**src/hdl/oaht_pkg.sv**
```systemverilog
// ----------------------------------------------------------------------------
// Open-addressing hash table: shared package
// Types and codes shared by the hash table modules.
// ----------------------------------------------------------------------------
package oaht_pkg;

   // Fixed field widths.
   localparam int KEY_W      = 31;
   localparam int STATUS_W   = 2;
   localparam int POSITION_W = 10;
   localparam int PROBES_W   = 11;
   localparam int MODE_W     = 2;
   localparam int SIZE_W     = 11;
   localparam int ENTRY_W    = KEY_W + 1;

   // Divider step counter: one key bit per cycle.
   localparam int DIV_CNT_W  = $clog2(KEY_W + 1);

   // Operation codes.
   localparam logic OP_INSERT = 1'b0;
   localparam logic OP_SEARCH = 1'b1;

   // Result status codes.
   localparam logic [STATUS_W-1:0] ST_INSERTED  = 2'd0;
   localparam logic [STATUS_W-1:0] ST_FOUND     = 2'd1;
   localparam logic [STATUS_W-1:0] ST_NOT_FOUND = 2'd2;
   localparam logic [STATUS_W-1:0] ST_FULL      = 2'd3;

   // Probe modes.
   localparam logic [MODE_W-1:0] MODE_LINEAR    = 2'd0;
   localparam logic [MODE_W-1:0] MODE_QUADRATIC = 2'd1;
   localparam logic [MODE_W-1:0] MODE_DOUBLE    = 2'd2;

   // Register indexes.
   localparam logic REG_PROBE_MODE = 1'b0;
   localparam logic REG_TABLE_SIZE = 1'b1;

   // Register reset values.
   localparam logic [MODE_W-1:0] PROBE_MODE_RST = 2'd0;
   localparam logic [SIZE_W-1:0] TABLE_SIZE_RST = 11'd1021;

   // Base of the second hash.
   localparam logic [2:0] DH_BASE = 3'd5;

   // One slot of the table.
   typedef struct packed {
      logic             valid;
      logic [KEY_W-1:0] key;
   } entry_type;

   // Result of the modulo unit.
   typedef struct packed {
      logic       done;
      logic [2:0] rem5;
   } mod_status_type;

endpackage

```
**src/hdl/oaht_mod_unit.sv**
```systemverilog
// ----------------------------------------------------------------------------
// Open-addressing hash table: modulo unit
// Bit-serial restoring reduction of the key by the table size and by five.
// ----------------------------------------------------------------------------
module oaht_mod_unit #(
   parameter int SW = 11
) (
   input  logic                          clock,
   input  logic                          reset,
   input  logic                          start,
   input  logic [oaht_pkg::KEY_W-1:0]    key,
   input  logic [SW-1:0]                 divisor,
   output logic [SW-1:0]                 rem,
   output oaht_pkg::mod_status_type      status
);

   logic [oaht_pkg::KEY_W-1:0]     shift_ff, shift_in;
   logic [SW-1:0]                  rem_ff, rem_in;
   logic [2:0]                     rem5_ff, rem5_in;
   logic [oaht_pkg::DIV_CNT_W-1:0] cnt_ff, cnt_in;
   logic                           run_ff, run_in;
   logic                           done_ff, done_in;
   logic [SW:0]                    trial;
   logic [3:0]                     trial5;

   // One key bit per cycle, most significant first.
   always_comb begin
      shift_in = shift_ff;
      rem_in   = rem_ff;
      rem5_in  = rem5_ff;
      cnt_in   = cnt_ff;
      run_in   = run_ff;
      done_in  = 1'b0;
      trial    = {rem_ff, shift_ff[oaht_pkg::KEY_W-1]};
      trial5   = {rem5_ff, shift_ff[oaht_pkg::KEY_W-1]};
      if (start) begin
         shift_in = key;
         rem_in   = '0;
         rem5_in  = '0;
         cnt_in   = oaht_pkg::DIV_CNT_W'(oaht_pkg::KEY_W);
         run_in   = 1'b1;
      end else if (run_ff) begin
         shift_in = {shift_ff[oaht_pkg::KEY_W-2:0], 1'b0};
         if (trial >= {1'b0, divisor}) begin
            rem_in = SW'(trial - {1'b0, divisor});
         end else begin
            rem_in = SW'(trial);
         end
         if (trial5 >= 4'(oaht_pkg::DH_BASE)) begin
            rem5_in = 3'(trial5 - 4'(oaht_pkg::DH_BASE));
         end else begin
            rem5_in = 3'(trial5);
         end
         cnt_in = cnt_ff - 1'b1;
         if (cnt_ff == oaht_pkg::DIV_CNT_W'(1)) begin
            run_in  = 1'b0;
            done_in = 1'b1;
         end
      end
   end

   // Control state.
   always_ff @(posedge clock) begin
      if (reset) begin
         run_ff  <= 1'b0;
         done_ff <= 1'b0;
      end else begin
         run_ff  <= run_in;
         done_ff <= done_in;
      end
   end

   // Datapath.
   always_ff @(posedge clock) begin
      shift_ff <= shift_in;
      rem_ff   <= rem_in;
      rem5_ff  <= rem5_in;
      cnt_ff   <= cnt_in;
   end

   assign rem         = rem_ff;
   assign status.done = done_ff;
   assign status.rem5 = rem5_ff;

endmodule

```
**config.mk**
```make
export PLATFORM = sky130hd
export DESIGN_NAME = oaht_mod_unit
export DESIGN_NICKNAME = d
export VERILOG_FILES = /design/src/hdl/oaht_pkg.sv /design/src/hdl/oaht_mod_unit.sv
export SDC_FILE = /design/constraint.sdc
export NUM_CORES = 1
export LEC_CHECK = 0
export BUFFER_PORTS_ARGS = -buffer_cell sky130_fd_sc_hd__buf_2
export CELL_PAD_IN_SITES_DETAIL_PLACEMENT = 1
export CELL_PAD_IN_SITES_GLOBAL_PLACEMENT = 1
export CORE_MARGIN = 2
export CORE_UTILIZATION = 25
export CTS_BUF_LIST = sky130_fd_sc_hd__clkbuf_16
export DETAILED_ROUTE_END_ITERATION = 16
export PLACE_DENSITY = 0.48
export SYNTH_ARGS = -nofsm -noshare
export SYNTH_HDL_FRONTEND = slang
export SYNTH_SLANG_ARGS = --single-unit
```
**constraint.sdc**
```tcl
create_clock -name clock -period 2.84 [get_ports clock]
set_input_delay 0.568 -clock clock [delete_from_list [all_inputs] [get_ports clock]]
set_output_delay 0.568 -clock clock [all_outputs]
set_load 0.05 [all_outputs]
```
==> run summary, run 1 <==
Status -> finished, final reports clean
ANT cells -> 0
Sequential Area -> 1350 sq um
Achievable frequency -> 0.380 GHz
Leak pwr -> 1.56 nW
Initial Util -> 25.7%
Mapped cell area -> 2950 sq um
Die height -> 113 um
Cts hold-fix bufs -> 0
Largest net degree at the start of global routing -> 40
Post-DP HPWL -> 5460 um
Synthesized instance count -> 273
H-tree Lvls -> 2
Area occupied by multi-input gates -> 1470 sq um
Syn-to-layout area delta -> 23.6%
Ys flop type -> edfxtp_1
Power density over the cells -> 549 nW/um^2
Worst slew margin -> 62.6%
Number of remaining DRC errors -> 0
CTS tree -> built
Sink Count -> 52
Total grt overflow -> 0
CP top delay family -> compound AO/OA/AOI/OAI gates
First-pass GRT wire length -> 12000 um
Min-delay src -> reset
Avg WL per Cell -> 14.8 um
Fill cell count -> 1304
Sequential element share of the synthesized area -> 45.8%
Die area -> 12700 sq um
Die width -> 113 um
Worst-path cell chain -> inv_1 > ha_1 > fa_1 > and2b_4 > o22a_1 > a41oi_2 > o31ai_4 > buf_4 > or3_1 > a31o_2
Antenna violations before repair -> 0
Maxcap violations -> 0
Vias in the first global route -> 2415
# port buffers -> 59
Clock Root Buffer -> clkbuf_16
Critical path startpoint category -> register
Total Wirelength -> 7160 um
Worst min-delay path category -> in -> reg
Final instance area -> 3650 sq um
Slowest cell on the critical path -> edfxtp_1
Final slew viol count -> 0
Worst Setup SP -> shift_ff[30]
Tightest Pin Transition -> 0.554 ns
CP Capture Type -> register
Clk_lat worst skew -> 0.29 ns
Worst-case clock buffer depth -> 2
Critical Path RT -> 3.02 ns
WS Path Type -> reg -> reg
Layout cells sized above 1 -> 33.8%
Core area -> 11500 sq um
# IOs -> 60
Clock transition at path regs -> 0.07 ns
Avg Inst Size Synth -> 10.8 sq um
Routed vias/inst -> 4.63
Asr flop ratio synth -> 0%
Tmin final -> 2.63 ns
Post-synthesis cell type count -> 55
Most frequent cells in the layout -> buf_2 (59), edfxtp_1 (31), mux2_2 (30), dfxtp_1 (21), nand2_1 (20)
Commonest non-fill, non-tap cell in the layout -> buf_2
Router iterations before antenna repair -> 4
Worst R2R Start -> shift_ff[30]
Total negative setup slack -> 0 ns
Worst EP arrival -> 2.81 ns
CP max stage delay -> 0.43 ns
Synthesized Nets -> 334
Peak supply drop -> 268 uV
Via count -> 2238
Total CTS buffers -> 5
Post_cts resized -> 0
GRT Total Usage -> 11.5%
Yosys reg bits -> 52
Hold Fails Final Rpt -> 0
Critical path buffers and inverters -> 2
Post-DRT Antenna Nets -> 0
Routability congestion estimate -> 0.719
Critical path peak fanout -> 7
Floorplan row count -> 39
Post-CTS Setup Inserts -> 0
Crit share post-route -> 92.6%
RSZ-0062 raised after global routing -> false
Post-synth EDFFs -> 31
Synth warn -> 0
Iter 0 DRT Violations -> 63
Final number of setup-violating endpoints -> 0
Nets -> 400
Clock skew -> 0.00461 ns
Dpl cell area -> 3460 sq um
[layout make-up]
class	instances	area share, %
clock buffers	5	3.43
clock inverters	3	1.75
inverters	18	1.85
multi-input cells	190	40.2
flip-flops and latches	52	37.0
well taps	143	4.91
repair buffers	72	10.8
[synthesized netlist by cell type, drive strengths merged, types with 3 or more instances]
cell type / instances / share of area, %
edfxtp: 31 / 32
mux2: 30 / 11
dfxtp: 21 / 14
nand2: 20 / 2.5
inv: 18 / 2.3
ha: 15 / 6.4
nor2: 15 / 1.9
a21oi: 10 / 1.7
nand2b: 9 / 1.9
nor3: 8 / 1.4
o21ai: 8 / 1.4
clkbuf: 7 / 0.89
o211ai: 7 / 1.8
buf: 6 / 1.3
xnor2: 6 / 1.8
nand3: 5 / 0.85
a21o: 4 / 1.0
mux2i: 3 / 1.0
nor2b: 3 / 0.64
o311a: 3 / 1.0
o31ai: 3 / 1.2
xor2: 3 / 0.89
[final timing paths]
kind                              endpoint  slack, ns  depth (start not counted)
worst min-delay path                run_ff       0.46                          2
worst max register to register      rem[8]       0.21                         10
worst min register to register  rem5_ff[2]       0.47                          2
worst max-delay path                rem[8]       0.21                         10
[sequential cells by signal, summed over array words and instances (netlist names)]
register  flops
shift_ff     31
rem5_ff       3
cnt_ff        5
rem          11
run_ff        1
done_ff       1
[power breakdown]
part	total [W]	internal, W	switching, W
Sequential	0.000898	0.000870	0.0000282
Combinational	0.000338	0.000152	0.000185
Clock	0.000766	0.000502	0.000264
[layer usage]
| metal | GRT usage, % | part of all wire (%) | wire [um] | vias to the layer above |
|---|---|---|---|---|
| li1 | - | - | - | 1133 |
| met1 | 15.0 | 47 | 3390 | 1072 |
| met2 | 19.9 | 49 | 3530 | 28 |
| met3 | 1.94 | 2.8 | 197 | 5 |
| met4 | 2.44 | 0.74 | 53 | 0 |
| met5 | 0 | 0 | 0 | - |
[worst reg2reg max path: stages (launching register included)]
cell	delay (ns)
edfxtp_1	0.43
inv_1	0.14
ha_1	0.22
fa_1	0.21
and2b_4	0.20
o22a_1	0.23
a41oi_2	0.24
o31ai_4	0.11
buf_4	0.17
or3_1	0.35
a31o_2	0.23
[stage by stage]
step / total power [W] / hold slack, ns / instances / worst slack [ns] / util [%]
6_report: 0.00200 / 0.459 / 483 / 0.211 / 31.8
5_1_grt: 0.00210 / 0.463 / 483 / 0.0989 / 31.8
4_1_cts: 0.00203 / 0.457 / 483 / 0.214 / 31.8
3_5_place_dp: 0.00126 / 0.470 / 475 / 0.0725 / 30.2
3_3_place_gp: 0.00125 / 0.466 / 475 / 0.127 / 30.2
2_1_floorplan: 0.00114 / 0.462 / 273 / 0.209 / -
[logic make-up (layout without fill, tap and decap cells)]
kind of cell	after synthesis	count (layout)	share of synthesized area, %
adder cells (fa/ha/maj)	16	16	7.04
XOR/XNOR	9	9	2.67
multiplexers	33	33	12.5
flip-flops	52	52	45.8
AND/OR/NAND/NOR	79	79	14.0
buffers and inverters	31	98	4.45
AO/OA/AOI/OAI	53	53	13.6
(Power assumes the default switching activity.)
==> inputs of run 2 (changes only) <==
ABC_AREA = 1   (was unset)
PLACE_DENSITY = 0.51   (was 0.48)
==> run summary, run 2 <==
Avg Inst Size Synth -> 7.63 sq um (-29%)
Hold endpoint -> done_ff
Sequential element share of the synthesized area -> 43.4% (-2.4 points)
Maxcap violations -> 0 (unchanged)
Routed vias/inst -> 4.23 (-8.7%)
Met2 track demand over resource -> 20.5% (+0.55 points)
Ys flop type -> edfxtp_1
Nets -> 527 (+32%)
M3 GR Usage -> 2.46% (+0.51 points)
Worst min-delay path category -> in -> reg
Critical path startpoint category -> register
Critical Path RT -> 3.02 ns (about the same)
Hold Fails Final Rpt -> 0 (unchanged)
Synth top cells by count -> nand2_1 (160), inv_1 (61), edfxtp_1 (31)
Vias in the first global route -> 2804 (+16%)
Initial Util -> 25.8% (+0.070 points)
Post-DP HPWL -> 6250 um (+15%)
Final slew viol count -> 0 (unchanged)
Area occupied by multi-input gates -> 1440 sq um (-2.2%)
Total grt overflow -> 0 (unchanged)
Yosys reg bits -> 52 (unchanged)
Yosys top cell by area -> edfxtp_1
WS Path Type -> reg -> reg
Power density over the cells -> 492 nW/um^2 (-10%)
Synth warn -> 0 (unchanged)
Min-delay src -> reset
Die area -> 13400 sq um (+5.3%)
RSZ-0062 raised after global routing -> false
Synthesized Nets -> 469 (+40%)
Clock skew -> 0.00498 ns (+0.000372 ns)
CP Capture Type -> register
Synth area leaders -> edfxtp_1 (30%), nand2_1 (19%), dfxtp_1 (14%)
Synthesized instance count -> 408 (+49%)
Achievable frequency -> 0.422 GHz (+11%)
Register-to-Register Setup Slack -> 0.47 ns (+0.26 ns)
Top-area cell type share of the netlist area -> 29.9% (-1.6 points)
Clock transition at path regs -> 0.07 ns (about the same)
Tmin final -> 2.37 ns (-0.261 ns)
Pwr Total -> 0.00185 W (-7.7%)
Hold path depth -> 2 (unchanged)
Dpl cell area -> 3590 sq um (+3.7%)
Number of remaining DRC errors -> 0 (unchanged)
Iter 0 DRT Violations -> 106 (+68%)
Fill cell count -> 1506 (+15%)
Final number of setup-violating endpoints -> 0 (unchanged)
Routability congestion estimate -> 0.754 (+4.8%)
Final instance area -> 3760 sq um (+3.0%)
GRT Total Usage -> 13.1% (+1.6 points)
CTS tree -> built
Max reg flops -> 31 (unchanged)
First-pass GRT wire length -> 14000 um (+17%)
Worst-case clock buffer depth -> 2 (unchanged)
H-tree Lvls -> 2 (unchanged)
Grt peak-use layer -> met2
Post_cts resized -> 0 (unchanged)
Post-CTS Setup Inserts -> 0 (unchanged)
Most frequent cells in the layout -> nand2_1 (160), inv_1 (61), buf_2 (59), edfxtp_1 (31), nand3_1 (22)
Peak supply drop -> 246 uV (-8.0%)
Die height -> 116 um (+2.6%)
Crit share post-route -> 83.4% (-9.2 points)
Leak pwr -> 1.96 nW (+25%)
# IOs -> 60 (unchanged)
Tightest Pin Transition -> 0.986 ns (+0.432 ns)
Antenna violations before repair -> 0 (unchanged)
Asr flop ratio synth -> 0% (unchanged)
Worst EP arrival -> 2.55 ns (-0.26 ns)
Smallest hold slack -> 0.461 ns (+0.00250 ns)
Critical path peak fanout -> 12 (+5)
Sink Count -> 52 (unchanged)
Clock Root Buffer -> clkbuf_16
Largest net degree at the start of global routing -> 33 (-18%)
Router iterations before antenna repair -> 4 (unchanged)
Sequential Area -> 1350 sq um (unchanged)
Worst slew margin -> 34.2% (-28 points)
Layout cells sized above 1 -> 22.1% (-12 points)
Total Wirelength -> 8160 um (+14%)
Post-DRT Antenna Nets -> 0 (unchanged)
Clk_lat worst skew -> 0.29 ns (about the same)
Cts hold-fix bufs -> 0 (unchanged)
Met1 GRT Util -> 19.0% (+4.0 points)
Reg2reg end -> rem[0]
Reg2reg path depth -> 11 (+1)
Core area -> 12100 sq um (+5.2%)
Total negative setup slack -> 0 ns (unchanged)
Commonest non-fill, non-tap cell in the layout -> nand2_1
Die width -> 116 um (+2.6%)
Post-synthesis cell type count -> 34 (-38%)
Syn-to-layout area delta -> 20.7%
Status -> finished, final reports clean
Post-synth EDFFs -> 31 (unchanged)
Total CTS buffers -> 5 (unchanged)
Most frequent cell after synthesis -> nand2_1
Avg WL per Cell -> 12.8 um (-13%)
Via count -> 2685 (+20%)
Floorplan row count -> 40 (+2.6%)
Worst R2R Start -> shift_ff[30]
Biggest register -> shift_ff
ANT cells -> 0 (unchanged)
Mapped cell area -> 3110 sq um (+5.5%)
# port buffers -> 59 (unchanged)
==> run 2: logic make-up (layout without fill, tap and decap cells) <==
family          Yosys count  count (layout)  share of synthesized area [%]
compound gates           22              22                           4.02
buf+inv                  78             137                           10.5
flops                    52              52                           43.4
fa+ha+maj                16              16                           6.67
xor+xnor                  4               4                           1.13
simple gates            236             236                           34.3
==> run 2: per-layer routing <==
layer	wire length (um)	vias to the layer above
met1	4300	1243
met5	0	-
met3	286	4
li1	-	1402
met2	3520	36
met4	52	0
==> run 2: stage by stage <==
stage	worst slack, ns	instances	utilization, %
final	0.472	635	31.2
after global placement	0.396	627	29.7
after floorplan	0.751	408	-
after detailed placement	0.284	627	29.7
after CTS	0.452	635	31.2
after global routing	0.254	635	31.2
==> run 2: worst max path at each step <==
stage	startpoint	endpoint	slack, ns	cells after the start
final	shift_ff[30]	rem[0]	0.47	11
after global routing	shift_ff[30]	rem[7]	0.25	11
after global placement	divisor[0]	rem[0]	0.40	11
after floorplan	rem[0]	rem[4]	0.75	11
after CTS	shift_ff[30]	rem[0]	0.45	11
after detailed placement	divisor[0]	rem[0]	0.28	11
==> run 2: critical path, cell delays in order, from the launching register on <==
cell and delay, ns:
edfxtp_1 0.41, inv_1 0.11, ha_1 0.22, fa_1 0.41, inv_1 0.12, nand3_1 0.12, nand3_2 0.11, nand2_2 0.18
nand3_2 0.35, nand2_1 0.10, nand3_1 0.08, o21ai_1 0.06
==> run 2: layout make-up <==
class / instances / area share [%]
clock buffer: 5 / 3.33
multi-input combinational: 278 / 38.2
inverter: 65 / 6.49
sequential: 52 / 36.0
timing repair buffer: 64 / 9.19
clock inverter: 3 / 1.23
tap: 168 / 5.59
==> run 2: where the power goes <==
part           total [W]  leakage (nW)  internal (W)  switching, W
Sequential      0.000883         0.489      0.000862     0.0000206
Combinational   0.000255          1.39     0.0000923      0.000163
Clock           0.000709        0.0804      0.000420      0.000289
Total            0.00185          1.96       0.00137      0.000472
